$ cat src/sv/smtc_pkg.sv
// ----------------------------------------------------------------------------
// smtc_pkg - sensor matrix toggle counter package
// Shared widths, codes and structs for the toggle counter and its column cells.
// ----------------------------------------------------------------------------
`default_nettype none

package smtc_pkg;

    localparam int COLS         = 12;
    localparam int COL_W        = 4;
    localparam int ROW_IDX_W    = 3;
    localparam int ROW_CMP_W    = 5;   // wide enough to compare against ROWS up to 16
    localparam int COUNT_W      = 16;
    localparam int ROWS_DEFAULT = 8;

    typedef enum logic
    {
        FUNC_SCAN = 1'b0,
        FUNC_LOAD = 1'b1
    } func_t;

    // per-column result travelling down the cell chain
    typedef struct packed
    {
        logic [COUNT_W-1:0] count;
        logic               toggled;
    } slot_t;

    // control shared by every column cell
    typedef struct packed
    {
        logic apply;      // commit the held request into the cells
        logic load_op;    // request is a load, not a scan
        logic clear_all;  // quiet pass ended: zero every counter
        logic shift;      // move results one cell toward the output
    } cell_ctrl_t;

endpackage

`default_nettype wire

$ cat src/sv/smtc_req_if.sv
// ----------------------------------------------------------------------------
// smtc_req_if - row request channel
// Valid/ready channel carrying one scanned or loaded sensor row.
// ----------------------------------------------------------------------------
`default_nettype none

interface smtc_req_if;
    import smtc_pkg::*;

    logic                 valid;
    logic                 ready;
    func_t                func;
    logic [ROW_IDX_W-1:0] row_index;
    logic [COLS-1:0]      row_bits;
    logic                 end_of_scan;

    modport source (output valid, output func, output row_index, output row_bits,
                    output end_of_scan, input ready);
    modport sink   (input valid, input func, input row_index, input row_bits,
                    input end_of_scan, output ready);
endinterface

`default_nettype wire

$ cat src/sv/smtc_rsp_if.sv
// ----------------------------------------------------------------------------
// smtc_rsp_if - per-cell result channel
// Valid/ready channel carrying one column result of a row request.
// ----------------------------------------------------------------------------
`default_nettype none

interface smtc_rsp_if;
    import smtc_pkg::*;

    logic               valid;
    logic               ready;
    logic [COL_W-1:0]   column;
    logic [COUNT_W-1:0] cell_count;
    logic               cell_toggled;
    logic               row_active;
    logic               counts_cleared;
    logic               last;

    modport source (output valid, output column, output cell_count, output cell_toggled,
                    output row_active, output counts_cleared, output last, input ready);
    modport sink   (input valid, input column, input cell_count, input cell_toggled,
                    input row_active, input counts_cleared, input last, output ready);
endinterface

`default_nettype wire

$ cat src/sv/sensor_matrix_toggle_counter.sv
// ----------------------------------------------------------------------------
// sensor_matrix_toggle_counter - toggle counters for a ROWS x 12 sensor matrix
// Counts per-cell sensor flips row by row and reports twelve results per row.
// ----------------------------------------------------------------------------
// Each request carries one sensor row. A scan request compares the row with
// the stored current row, bumps a saturating 16-bit counter for every flipped
// cell and answers with twelve results, column 0 first, the twelfth marked by
// last. A load request stores the row as current and reference row and zeroes
// its counters. When a scan pass (closed by end_of_scan) saw no active row, all
// counters are zeroed and the closing request's last result says so. A request
// is taken into a holding register and committed to the twelve column cells
// once they are idle or their last result leaves; its first result then shows
// and the results leave through the cells' shift chain at one column per cycle
// while rsp.ready is high. The next request is taken while the current results
// are still draining.
// ----------------------------------------------------------------------------
`default_nettype none

module sensor_matrix_toggle_counter #(
    parameter int ROWS = smtc_pkg::ROWS_DEFAULT
) (
    input  wire logic clk,
    input  wire logic rst_n,
    smtc_req_if.sink  req,
    smtc_rsp_if.source rsp
);
    import smtc_pkg::*;

    // holding register for one request
    logic                 hold_valid_reg, hold_valid_next;
    func_t                hold_func_reg;
    logic [ROW_IDX_W-1:0] hold_row_reg;
    logic [COLS-1:0]      hold_bits_reg;
    logic                 hold_eos_reg;

    // result chain control
    logic                 busy_reg, busy_next;
    logic [COL_W-1:0]     col_reg, col_next;
    logic                 active_reg, active_next;
    logic                 cleared_reg, cleared_next;
    logic                 scan_active_reg, scan_active_next;

    logic                 req_take;
    logic                 shift;
    logic                 done;
    logic                 apply;
    logic                 is_scan;
    logic                 row_active;
    logic                 pass_active;
    logic                 clear_all;
    logic [ROWS-1:0]      row_sel;
    logic [COLS-1:0]      diff;
    cell_ctrl_t           ctrl;
    slot_t                slot_out [COLS];
    slot_t                slot_in  [COLS];

    assign req.ready = !hold_valid_reg;
    assign req_take  = req.valid && req.ready;

    assign shift = busy_reg && rsp.ready;
    assign done  = shift && (col_reg == COL_W'(COLS - 1));
    assign apply = hold_valid_reg && (!busy_reg || done);

    // row decode; rows at or above ROWS select nothing
    always_comb
    begin
        for (int r = 0; r < ROWS; r++)
        begin
            row_sel[r] = (ROW_CMP_W'(hold_row_reg) == ROW_CMP_W'(r));
        end
    end

    assign is_scan     = (hold_func_reg == FUNC_SCAN);
    assign row_active  = is_scan && (|diff);
    assign pass_active = scan_active_reg || row_active;
    assign clear_all   = is_scan && hold_eos_reg && !pass_active;

    assign ctrl.apply     = apply;
    assign ctrl.load_op   = !is_scan;
    assign ctrl.clear_all = clear_all;
    assign ctrl.shift     = shift;

    // column cells; results shift toward cell 0, which drives the port
    genvar c;
    generate
        for (c = 0; c < COLS; c++)
        begin : g_col
            if (c == COLS - 1)
            begin : g_tail
                assign slot_in[c] = '0;
            end
            else
            begin : g_link
                assign slot_in[c] = slot_out[c+1];
            end

            smtc_cell #(
                .ROWS (ROWS)
            ) u_cell (
                .clk      (clk),
                .rst_n    (rst_n),
                .ctrl     (ctrl),
                .row_sel  (row_sel),
                .new_bit  (hold_bits_reg[COLS-1-c]),
                .slot_in  (slot_in[c]),
                .slot_out (slot_out[c]),
                .diff     (diff[c])
            );
        end
    endgenerate

    always_comb
    begin
        hold_valid_next  = hold_valid_reg;
        busy_next        = busy_reg;
        col_next         = col_reg;
        active_next      = active_reg;
        cleared_next     = cleared_reg;
        scan_active_next = scan_active_reg;

        if (req_take)
        begin
            hold_valid_next = 1'b1;
        end
        else if (apply)
        begin
            hold_valid_next = 1'b0;
        end

        if (apply)
        begin
            busy_next    = 1'b1;
            col_next     = '0;
            active_next  = row_active;
            cleared_next = clear_all;
            if (is_scan)
            begin
                scan_active_next = hold_eos_reg ? 1'b0 : pass_active;
            end
        end
        else if (done)
        begin
            busy_next = 1'b0;
        end
        else if (shift)
        begin
            col_next = col_reg + 1'b1;
        end
    end

    always_ff @(posedge clk or negedge rst_n)
    begin
        if (!rst_n)
        begin
            hold_valid_reg  <= 1'b0;
            busy_reg        <= 1'b0;
            col_reg         <= '0;
            active_reg      <= 1'b0;
            cleared_reg     <= 1'b0;
            scan_active_reg <= 1'b0;
        end
        else
        begin
            hold_valid_reg  <= hold_valid_next;
            busy_reg        <= busy_next;
            col_reg         <= col_next;
            active_reg      <= active_next;
            cleared_reg     <= cleared_next;
            scan_active_reg <= scan_active_next;
        end
    end

    // request payload, captured on accept
    always_ff @(posedge clk)
    begin
        if (req_take)
        begin
            hold_func_reg <= req.func;
            hold_row_reg  <= req.row_index;
            hold_bits_reg <= req.row_bits;
            hold_eos_reg  <= req.end_of_scan;
        end
    end

    assign rsp.valid          = busy_reg;
    assign rsp.column         = col_reg;
    assign rsp.cell_count     = slot_out[0].count;
    assign rsp.cell_toggled   = slot_out[0].toggled;
    assign rsp.row_active     = active_reg;
    assign rsp.last           = (col_reg == COL_W'(COLS - 1));
    assign rsp.counts_cleared = cleared_reg && rsp.last;

endmodule

`default_nettype wire

$ cat src/sv/smtc_cell.sv
// ----------------------------------------------------------------------------
// smtc_cell - one sensor column
// Holds the column's current/reference bits and toggle counters for all rows,
// and one result slot of the output shift chain.
// ----------------------------------------------------------------------------
`default_nettype none

module smtc_cell #(
    parameter int ROWS = smtc_pkg::ROWS_DEFAULT
) (
    input  wire logic                 clk,
    input  wire logic                 rst_n,
    input  wire smtc_pkg::cell_ctrl_t ctrl,
    input  wire logic [ROWS-1:0]      row_sel,
    input  wire logic                 new_bit,
    input  wire smtc_pkg::slot_t      slot_in,
    output smtc_pkg::slot_t           slot_out,
    output logic                      diff
);
    import smtc_pkg::*;

    logic [ROWS-1:0]    cur_reg, cur_next;
    logic [ROWS-1:0]    ref_reg, ref_next;
    logic [COUNT_W-1:0] cnt_reg  [ROWS];
    logic [COUNT_W-1:0] cnt_next [ROWS];
    slot_t              slot_reg, slot_next;

    logic               row_hit;
    logic               scan_hit;
    logic               cur_sel;
    logic               ref_sel;
    logic               flip;
    logic [COUNT_W-1:0] cnt_sel;
    logic [COUNT_W-1:0] cnt_inc;

    assign row_hit  = |row_sel;
    assign scan_hit = row_hit && !ctrl.load_op;
    assign cur_sel  = |(cur_reg & row_sel);
    assign ref_sel  = |(ref_reg & row_sel);
    assign flip     = scan_hit && (new_bit ^ cur_sel);
    assign diff     = scan_hit && ((new_bit ^ cur_sel) || (new_bit ^ ref_sel));

    // one-hot row select: OR of the masked counters
    always_comb
    begin
        cnt_sel = '0;
        for (int r = 0; r < ROWS; r++)
        begin
            if (row_sel[r])
            begin
                cnt_sel = cnt_sel | cnt_reg[r];
            end
        end
    end

    // saturating increment
    assign cnt_inc = (flip && (cnt_sel != {COUNT_W{1'b1}})) ? cnt_sel + 1'b1 : cnt_sel;

    always_comb
    begin
        cur_next  = cur_reg;
        ref_next  = ref_reg;
        cnt_next  = cnt_reg;
        slot_next = slot_reg;
        if (ctrl.apply)
        begin
            for (int r = 0; r < ROWS; r++)
            begin
                if (row_sel[r])
                begin
                    cur_next[r] = new_bit;
                    if (ctrl.load_op)
                    begin
                        ref_next[r] = new_bit;
                        cnt_next[r] = '0;
                    end
                    else
                    begin
                        cnt_next[r] = cnt_inc;
                    end
                end
                if (ctrl.clear_all)
                begin
                    cnt_next[r] = '0;
                end
            end
            // shown value is the count before any end-of-pass clear
            slot_next.count   = scan_hit ? cnt_inc : '0;
            slot_next.toggled = flip;
        end
        else if (ctrl.shift)
        begin
            slot_next = slot_in;
        end
    end

    always_ff @(posedge clk or negedge rst_n)
    begin
        if (!rst_n)
        begin
            cur_reg <= '0;
            ref_reg <= '0;
            for (int r = 0; r < ROWS; r++)
            begin
                cnt_reg[r] <= '0;
            end
        end
        else
        begin
            cur_reg <= cur_next;
            ref_reg <= ref_next;
            cnt_reg <= cnt_next;
        end
    end

    always_ff @(posedge clk)
    begin
        slot_reg <= slot_next;
    end

    assign slot_out = slot_reg;

endmodule

`default_nettype wire
$ cat src/flat_wrapper.sv
// flat-port wrapper written by rule: the top's interface ports become plain ports
module sensor_matrix_toggle_counter_flat import smtc_pkg::*;
#(
    parameter int ROWS = smtc_pkg::ROWS_DEFAULT
)
  (clk, rst_n, req_valid, req_func, req_row_index, req_row_bits, req_end_of_scan, req_ready, rsp_valid, rsp_column, rsp_cell_count, rsp_cell_toggled, rsp_row_active, rsp_counts_cleared, rsp_last, rsp_ready);
  smtc_req_if req_i ();
  smtc_rsp_if rsp_i ();
  input  wire logic clk;
  input  wire logic rst_n;
  input wire logic [$bits(req_i.valid)-1:0] req_valid;
  input wire logic [$bits(req_i.func)-1:0] req_func;
  input wire logic [$bits(req_i.row_index)-1:0] req_row_index;
  input wire logic [$bits(req_i.row_bits)-1:0] req_row_bits;
  input wire logic [$bits(req_i.end_of_scan)-1:0] req_end_of_scan;
  output wire logic [$bits(req_i.ready)-1:0] req_ready;
  output wire logic [$bits(rsp_i.valid)-1:0] rsp_valid;
  output wire logic [$bits(rsp_i.column)-1:0] rsp_column;
  output wire logic [$bits(rsp_i.cell_count)-1:0] rsp_cell_count;
  output wire logic [$bits(rsp_i.cell_toggled)-1:0] rsp_cell_toggled;
  output wire logic [$bits(rsp_i.row_active)-1:0] rsp_row_active;
  output wire logic [$bits(rsp_i.counts_cleared)-1:0] rsp_counts_cleared;
  output wire logic [$bits(rsp_i.last)-1:0] rsp_last;
  input wire logic [$bits(rsp_i.ready)-1:0] rsp_ready;
  assign req_i.valid = req_valid;
  assign req_i.func = req_func;
  assign req_i.row_index = req_row_index;
  assign req_i.row_bits = req_row_bits;
  assign req_i.end_of_scan = req_end_of_scan;
  assign req_ready = req_i.ready;
  assign rsp_valid = rsp_i.valid;
  assign rsp_column = rsp_i.column;
  assign rsp_cell_count = rsp_i.cell_count;
  assign rsp_cell_toggled = rsp_i.cell_toggled;
  assign rsp_row_active = rsp_i.row_active;
  assign rsp_counts_cleared = rsp_i.counts_cleared;
  assign rsp_last = rsp_i.last;
  assign rsp_i.ready = rsp_ready;
  sensor_matrix_toggle_counter #(.ROWS(ROWS)) u_core (.clk(clk), .rst_n(rst_n), .req(req_i), .rsp(rsp_i));
endmodule
$ cat config.mk
export PLATFORM = sky130hd
export DESIGN_NAME = sensor_matrix_toggle_counter_flat
export DESIGN_NICKNAME = d
export VERILOG_FILES = /design/src/sv/smtc_pkg.sv /design/src/sv/smtc_req_if.sv /design/src/sv/smtc_rsp_if.sv /design/src/sv/sensor_matrix_toggle_counter.sv /design/src/sv/smtc_cell.sv /design/src/flat_wrapper.sv
export SDC_FILE = /design/constraint.sdc
export NUM_CORES = 2
export LEC_CHECK = 0
export BUFFER_PORTS_ARGS = -buffer_cell sky130_fd_sc_hd__buf_2
export CAP_MARGIN = 40
export CORE_ASPECT_RATIO = 2
export CORE_MARGIN = 1.5
export CORE_UTILIZATION = 50
export CTS_CLUSTER_SIZE = 10
export DETAILED_ROUTE_END_ITERATION = 7
export PLACE_DENSITY = 0.65
export REMOVE_ABC_BUFFERS = 1
export SETUP_SLACK_MARGIN = 0.5
export SYNTH_ARGS = -nofsm -noshare
export SYNTH_HDL_FRONTEND = slang
export SYNTH_SLANG_ARGS = --single-unit
export TNS_END_PERCENT = 100
$ cat constraint.sdc
create_clock -name clk -period 18.59 [get_ports clk]
set_input_delay 3.718 -clock clk [delete_from_list [all_inputs] [get_ports clk]]
set_output_delay 3.718 -clock clk [all_outputs]
set_load 0.1 [all_outputs]
==> results.txt <==
* TritonCTS clock tree: yes
- Data on the critical path arrives at its endpoint at slightly below 9 ns.
* Post-placement cell area: 92,020 sq um
- The register with the most flip-flops in the layout has 1,536 of them.
* Post-cts hold buffer count: 0
- Global-route total usage across every layer: 0.3257
* Post-Synth XOR/XNOR Area: 0.01801
- Buffers inserted during clock tree synthesis total roughly 220.
* Total power divided by cell area: 92.77 nW/um^2
* Global-route wire length before repair: between 400,000 and 500,000 um
- Area occupied by registers: 50,100 sq um
- Die X-Extent: a little over 300 um
* Initial cell density of the core: 0.5036
- Avg Inst Size Synth: 14.25 sq um
- Met3 Resource Use GR: 0.05076
- Gate count of the mapped netlist: about 6.3k
* Adder-cell area share of the yosys netlist: 0.001816
- Cell area after synthesis: between 80,000 and 90,000 sq um
- Yosys warns: 0
- The finished cells cover slightly below 100,000 sq um.
- Of the post-synthesis cell area, the dominant cell type holds 0.4853.
- Max-cap violations in this run came to 0.
* Most congested layer reported by global routing: met2
- In the global route stage, met2 resource usage came out at 0.5355.
- DP Wirelength: around 170,000 um
- Setup repair after global routing left no endpoint under its margin.
* Net count, final: roughly 6.2k
- The min-delay analysis places its worst path in the category flop to flop.
- For this run, the register share of the synthesized area comes to 0.5594.
* Highest cell delay on the worst timing path: 0.72 ns
- Cell type with the largest total area after synthesis: sky130_fd_sc_hd__dfrtp_1
- Maximum vdd drop: roughly 78 uV
- Root Driver: sky130_fd_sc_hd__clkbuf_16
- In this run the most critical hold path is launched from u_core.g_col[7].u_cell.cur_reg[6].
* Worst Hold End: u_core.g_col[7].u_cell.cur_reg[6]
- Clock-pin slew was measured on the worst setup and hold paths at about 0.06 ns.
* Post-CTS Repair Setup Buffers: 0
* Total wire length: approximately 290,000 um
- In this run the static leakage power is around 44 nW.
- Dominant cells by area after synthesis: sky130_fd_sc_hd__dfrtp_1 49%, sky130_fd_sc_hd__a22o_1 14%, sky130_fd_sc_hd__mux4_2 10%
- Number of enable-type register cells in the synthesized netlist: ~220
- Total power of the final layout: slightly above 0.009 W
- Resize count post-CTS: 0
* Max Fanout on Critical Path: 118
* Setup Viol. Count Final: 0
- Row count: roughly 220
* Relative area change from synthesis to final layout: 9.460%
- Fraction of the mapped netlist area in compound gates: 0.1810
- Final hold vios: 0
- Port Buffer Count: 46
- Among all flip-flop cells after synthesis, the most frequent one is sky130_fd_sc_hd__dfrtp_1.
- After synthesis, the share of flip-flops with an asynchronous set or reset is 0.8871.
- Across all register-to-register paths, the minimum setup slack is slightly above 10 ns.
- The count of nets left with antenna violations once routing finished came out at 0.
- Via-to-Cell Ratio: roughly 7.1
- The first TritonRoute pass finished after 8 iterations.
- Floorplan Core Area: 177,800 sq um
* Portion of netlist area occupied by mux cells: 0.1529
- The die covers 181,800 sq um.
- Total number of vias: ~61k
- Clock period minus final worst setup slack: between 8 and 9 ns
* Final clock period utilization by the worst path: 0.4486
- Critical Path Sink Type: flop
- Buffering stage count on the worst path with inverters included: 6
* Hold Path Cell Cnt: 2
- CTS H-tree depth: 4
- Avg WL per Cell: 34.22 um
- Footprint of the multi-input gates: about 36,000 sq um
* Cell Chain, Critical Path: buf_12 > buf_4 > buf_4 > buf_4 > buf_4 > buf_4 > mux4_2 > mux2i_1 > nor3_1 > nand3_1 > o31a_1 > and4_1 > o21ai_2 > o21ai_0
- Among cell families on the critical path, the largest total delay comes from buffers and inverters.
- The count of pins over their slew limit was 0.
- Slowest library cell on the worst path: sky130_fd_sc_hd__buf_4
- Most common library cells after synthesis: 1,737 x sky130_fd_sc_hd__dfrtp_1, 1,404 x sky130_fd_sc_hd__a22o_1, 406 x sky130_fd_sc_hd__mux4_2
- In the routed design, unresolved DRC markers number 12.
* Worst R2R Start: u_core.hold_row_reg[2]
- Entering global routing, the biggest net connects roughly 190 pins.
- Clock sink count: around 2k
- Outcome: complete, but fails checks
- At the later pin of the worst-skew pair, clock insertion delay measures ~0.86 ns.
- Routability-driven placement finished with a final weighted congestion of around 0.89.
* Crit path top cell by count: sky130_fd_sc_hd__buf_4
* Via count of the first global-routing pass: between 60k and 70k
* Synthesis-stage register bit count: 1,958
- Worst setup SP type: flop
* Required time of the critical path: approximately 19 ns
- Static timing analysis puts the maximum clock frequency at 119.9 MHz.
- Worst reg2reg endpoint: u_core.g_col[5].u_cell.slot_out[16]
- Fillcell total: 14.02k
- Worst R2R Path Depth: 14
- 47 I/O pins were placed.
- The netlist uses ~110 different library cells.
- Violation count after the first detailed-route iteration: 6,298
* Worst max-slew margin expressed relative to the limit: 0.2906
* Most frequent cell after synthesis: sky130_fd_sc_hd__dfrtp_1
- By startpoint and endpoint, the worst setup path is classified as flop to flop.
- Longest Clk Path Bufs: 4
* Fraction of layout instances using a drive strength above 1: 0.2043
- The total overflow left after global routing is 0.
- For met1 alone, demand over resource in global routing was 0.3866.
* DIE HEIGHT: approximately 600 um
- The tightest hold path in the finished design has a slack of roughly 0.47 ns.
- Of the total synthesized cell area, the portion taken by AND, OR, NAND and NOR gates is 0.05085.
* Initial antenna violation count: 4
- Post-Route Skew: around 0.04 ns
- Worst slew pin tran: about 1.1 ns
* Violated checks: design-rule violations
- By area, the combinational part of the netlist is dominated by compound AO/OA/AOI/OAI gates.
[final cells by class]
cell class	instances	share of cell area
tap	2320	0.02961
clock buffer	314	0.06094
multi-input combinational	3723	0.3713
antenna	5	0.0001276
inverter	25	0.001085
clock inverter	3	0.0002680
sequential	1958	0.5111
timing repair buffer	253	0.02559
[report_power, final]
part           switching [W]  leakage [nW]  total [W]  internal [W]
clock                0.00172          2.90    0.00391       0.00219
combinational       0.000438          14.3   0.000645      0.000206
sequential         0.0000708          26.4    0.00454       0.00447
[cell usage in the layout (no fill, tap or decap), types with 14 or more instances in the layout]
cell,netlist,routed
sky130_fd_sc_hd__nand3_1,88,88
sky130_fd_sc_hd__nand2b_1,17,17
sky130_fd_sc_hd__edfxtp_1,221,221
sky130_fd_sc_hd__o2bb2ai_1,229,229
sky130_fd_sc_hd__xor2_1,53,53
sky130_fd_sc_hd__buf_4,47,149
sky130_fd_sc_hd__clkbuf_1,364,88
sky130_fd_sc_hd__clkbuf_16,0,225
sky130_fd_sc_hd__and3_1,22,22
sky130_fd_sc_hd__a21oi_1,20,19
sky130_fd_sc_hd__nand4_1,27,27
sky130_fd_sc_hd__mux4_2,406,406
sky130_fd_sc_hd__nor2b_1,25,23
sky130_fd_sc_hd__xor2_2,15,15
sky130_fd_sc_hd__o21ai_0,70,69
sky130_fd_sc_hd__xnor2_1,29,27
sky130_fd_sc_hd__nand3b_1,14,14
sky130_fd_sc_hd__nor4_1,26,26
sky130_fd_sc_hd__a2bb2o_1,18,18
sky130_fd_sc_hd__nor3_2,17,21
sky130_fd_sc_hd__nor3_1,38,34
sky130_fd_sc_hd__a22o_1,1404,1404
sky130_fd_sc_hd__and2_1,52,45
sky130_fd_sc_hd__dfrtp_1,1737,1737
sky130_fd_sc_hd__buf_2,86,52
sky130_fd_sc_hd__buf_16,0,21
sky130_fd_sc_hd__mux2i_1,177,176
sky130_fd_sc_hd__mux2_2,216,216
sky130_fd_sc_hd__nor2_1,102,101
sky130_fd_sc_hd__buf_12,21,21
sky130_fd_sc_hd__nand2_1,346,345
sky130_fd_sc_hd__inv_1,24,22
sky130_fd_sc_hd__xnor2_2,40,42
[kinds of logic after synthesis]
logic type / after synthesis
buf+inv: 603
fa+ha+maj: 13
flops: 1958
mux: 819
xor+xnor: 137
compound gates: 1884
simple gates: 870
[metal layers]
metal | vias up | wire [um]
met5 | - | 0
met4 | 0 | 25110
met3 | 890 | 20140
met2 | 3190 | 144700
met1 | 32530 | 104300
li1 | 24320 | -
[worst max path at each step]
stage | cells after the start | slack, ns | from | end
finish | 14 | 10.25 | u_core.hold_row_reg[2] | u_core.g_col[5].u_cell.slot_out[16]
global route | 14 | 10.19 | u_core.hold_row_reg[2] | u_core.g_col[5].u_cell.slot_out[16]
CTS | 14 | 10.46 | u_core.hold_row_reg[2] | u_core.g_col[5].u_cell.slot_out[16]
detailed placement | 10 | 9.68 | rsp_ready | u_core.g_col[6].u_cell.cnt_reg[0]
global placement | 10 | 9.78 | rsp_ready | u_core.g_col[5].u_cell.cnt_reg[0]
floorplan | 7 | -4.95 | u_core.hold_row_reg[0] | u_core.g_col[10].u_cell.cnt_reg[112]
[worst register-to-register path: stages (launching register included)]
cell                       delay, ns
sky130_fd_sc_hd__edfxtp_1       0.37
sky130_fd_sc_hd__buf_12         0.53
sky130_fd_sc_hd__buf_4          0.75
sky130_fd_sc_hd__buf_4          0.69
sky130_fd_sc_hd__buf_4          0.73
sky130_fd_sc_hd__buf_4          0.72
sky130_fd_sc_hd__buf_4          0.71
sky130_fd_sc_hd__mux4_2         0.40
sky130_fd_sc_hd__mux2i_1        0.16
sky130_fd_sc_hd__nor3_1         0.29
sky130_fd_sc_hd__nand3_1        0.67
sky130_fd_sc_hd__o31a_1         0.64
sky130_fd_sc_hd__and4_1         0.26
sky130_fd_sc_hd__o21ai_2        0.69
sky130_fd_sc_hd__o21ai_0        0.40
[through the flow]
step | cells | worst slack [ns] | setup TNS [ns] | util
final | 8601 | 10.25 | 0 | 0.5513
after CTS | 8595 | 10.46 | 0 | 0.5512
after global routing | 8598 | 10.19 | 0 | 0.5512
after floorplan | 5706 | -4.954 | -7525.99 | -
after global placement | 8208 | 9.777 | 0 | 0.5115
after detailed placement | 8278 | 9.680 | 0 | 0.5174
No activity file was read; power rests on OpenSTA's default activity.
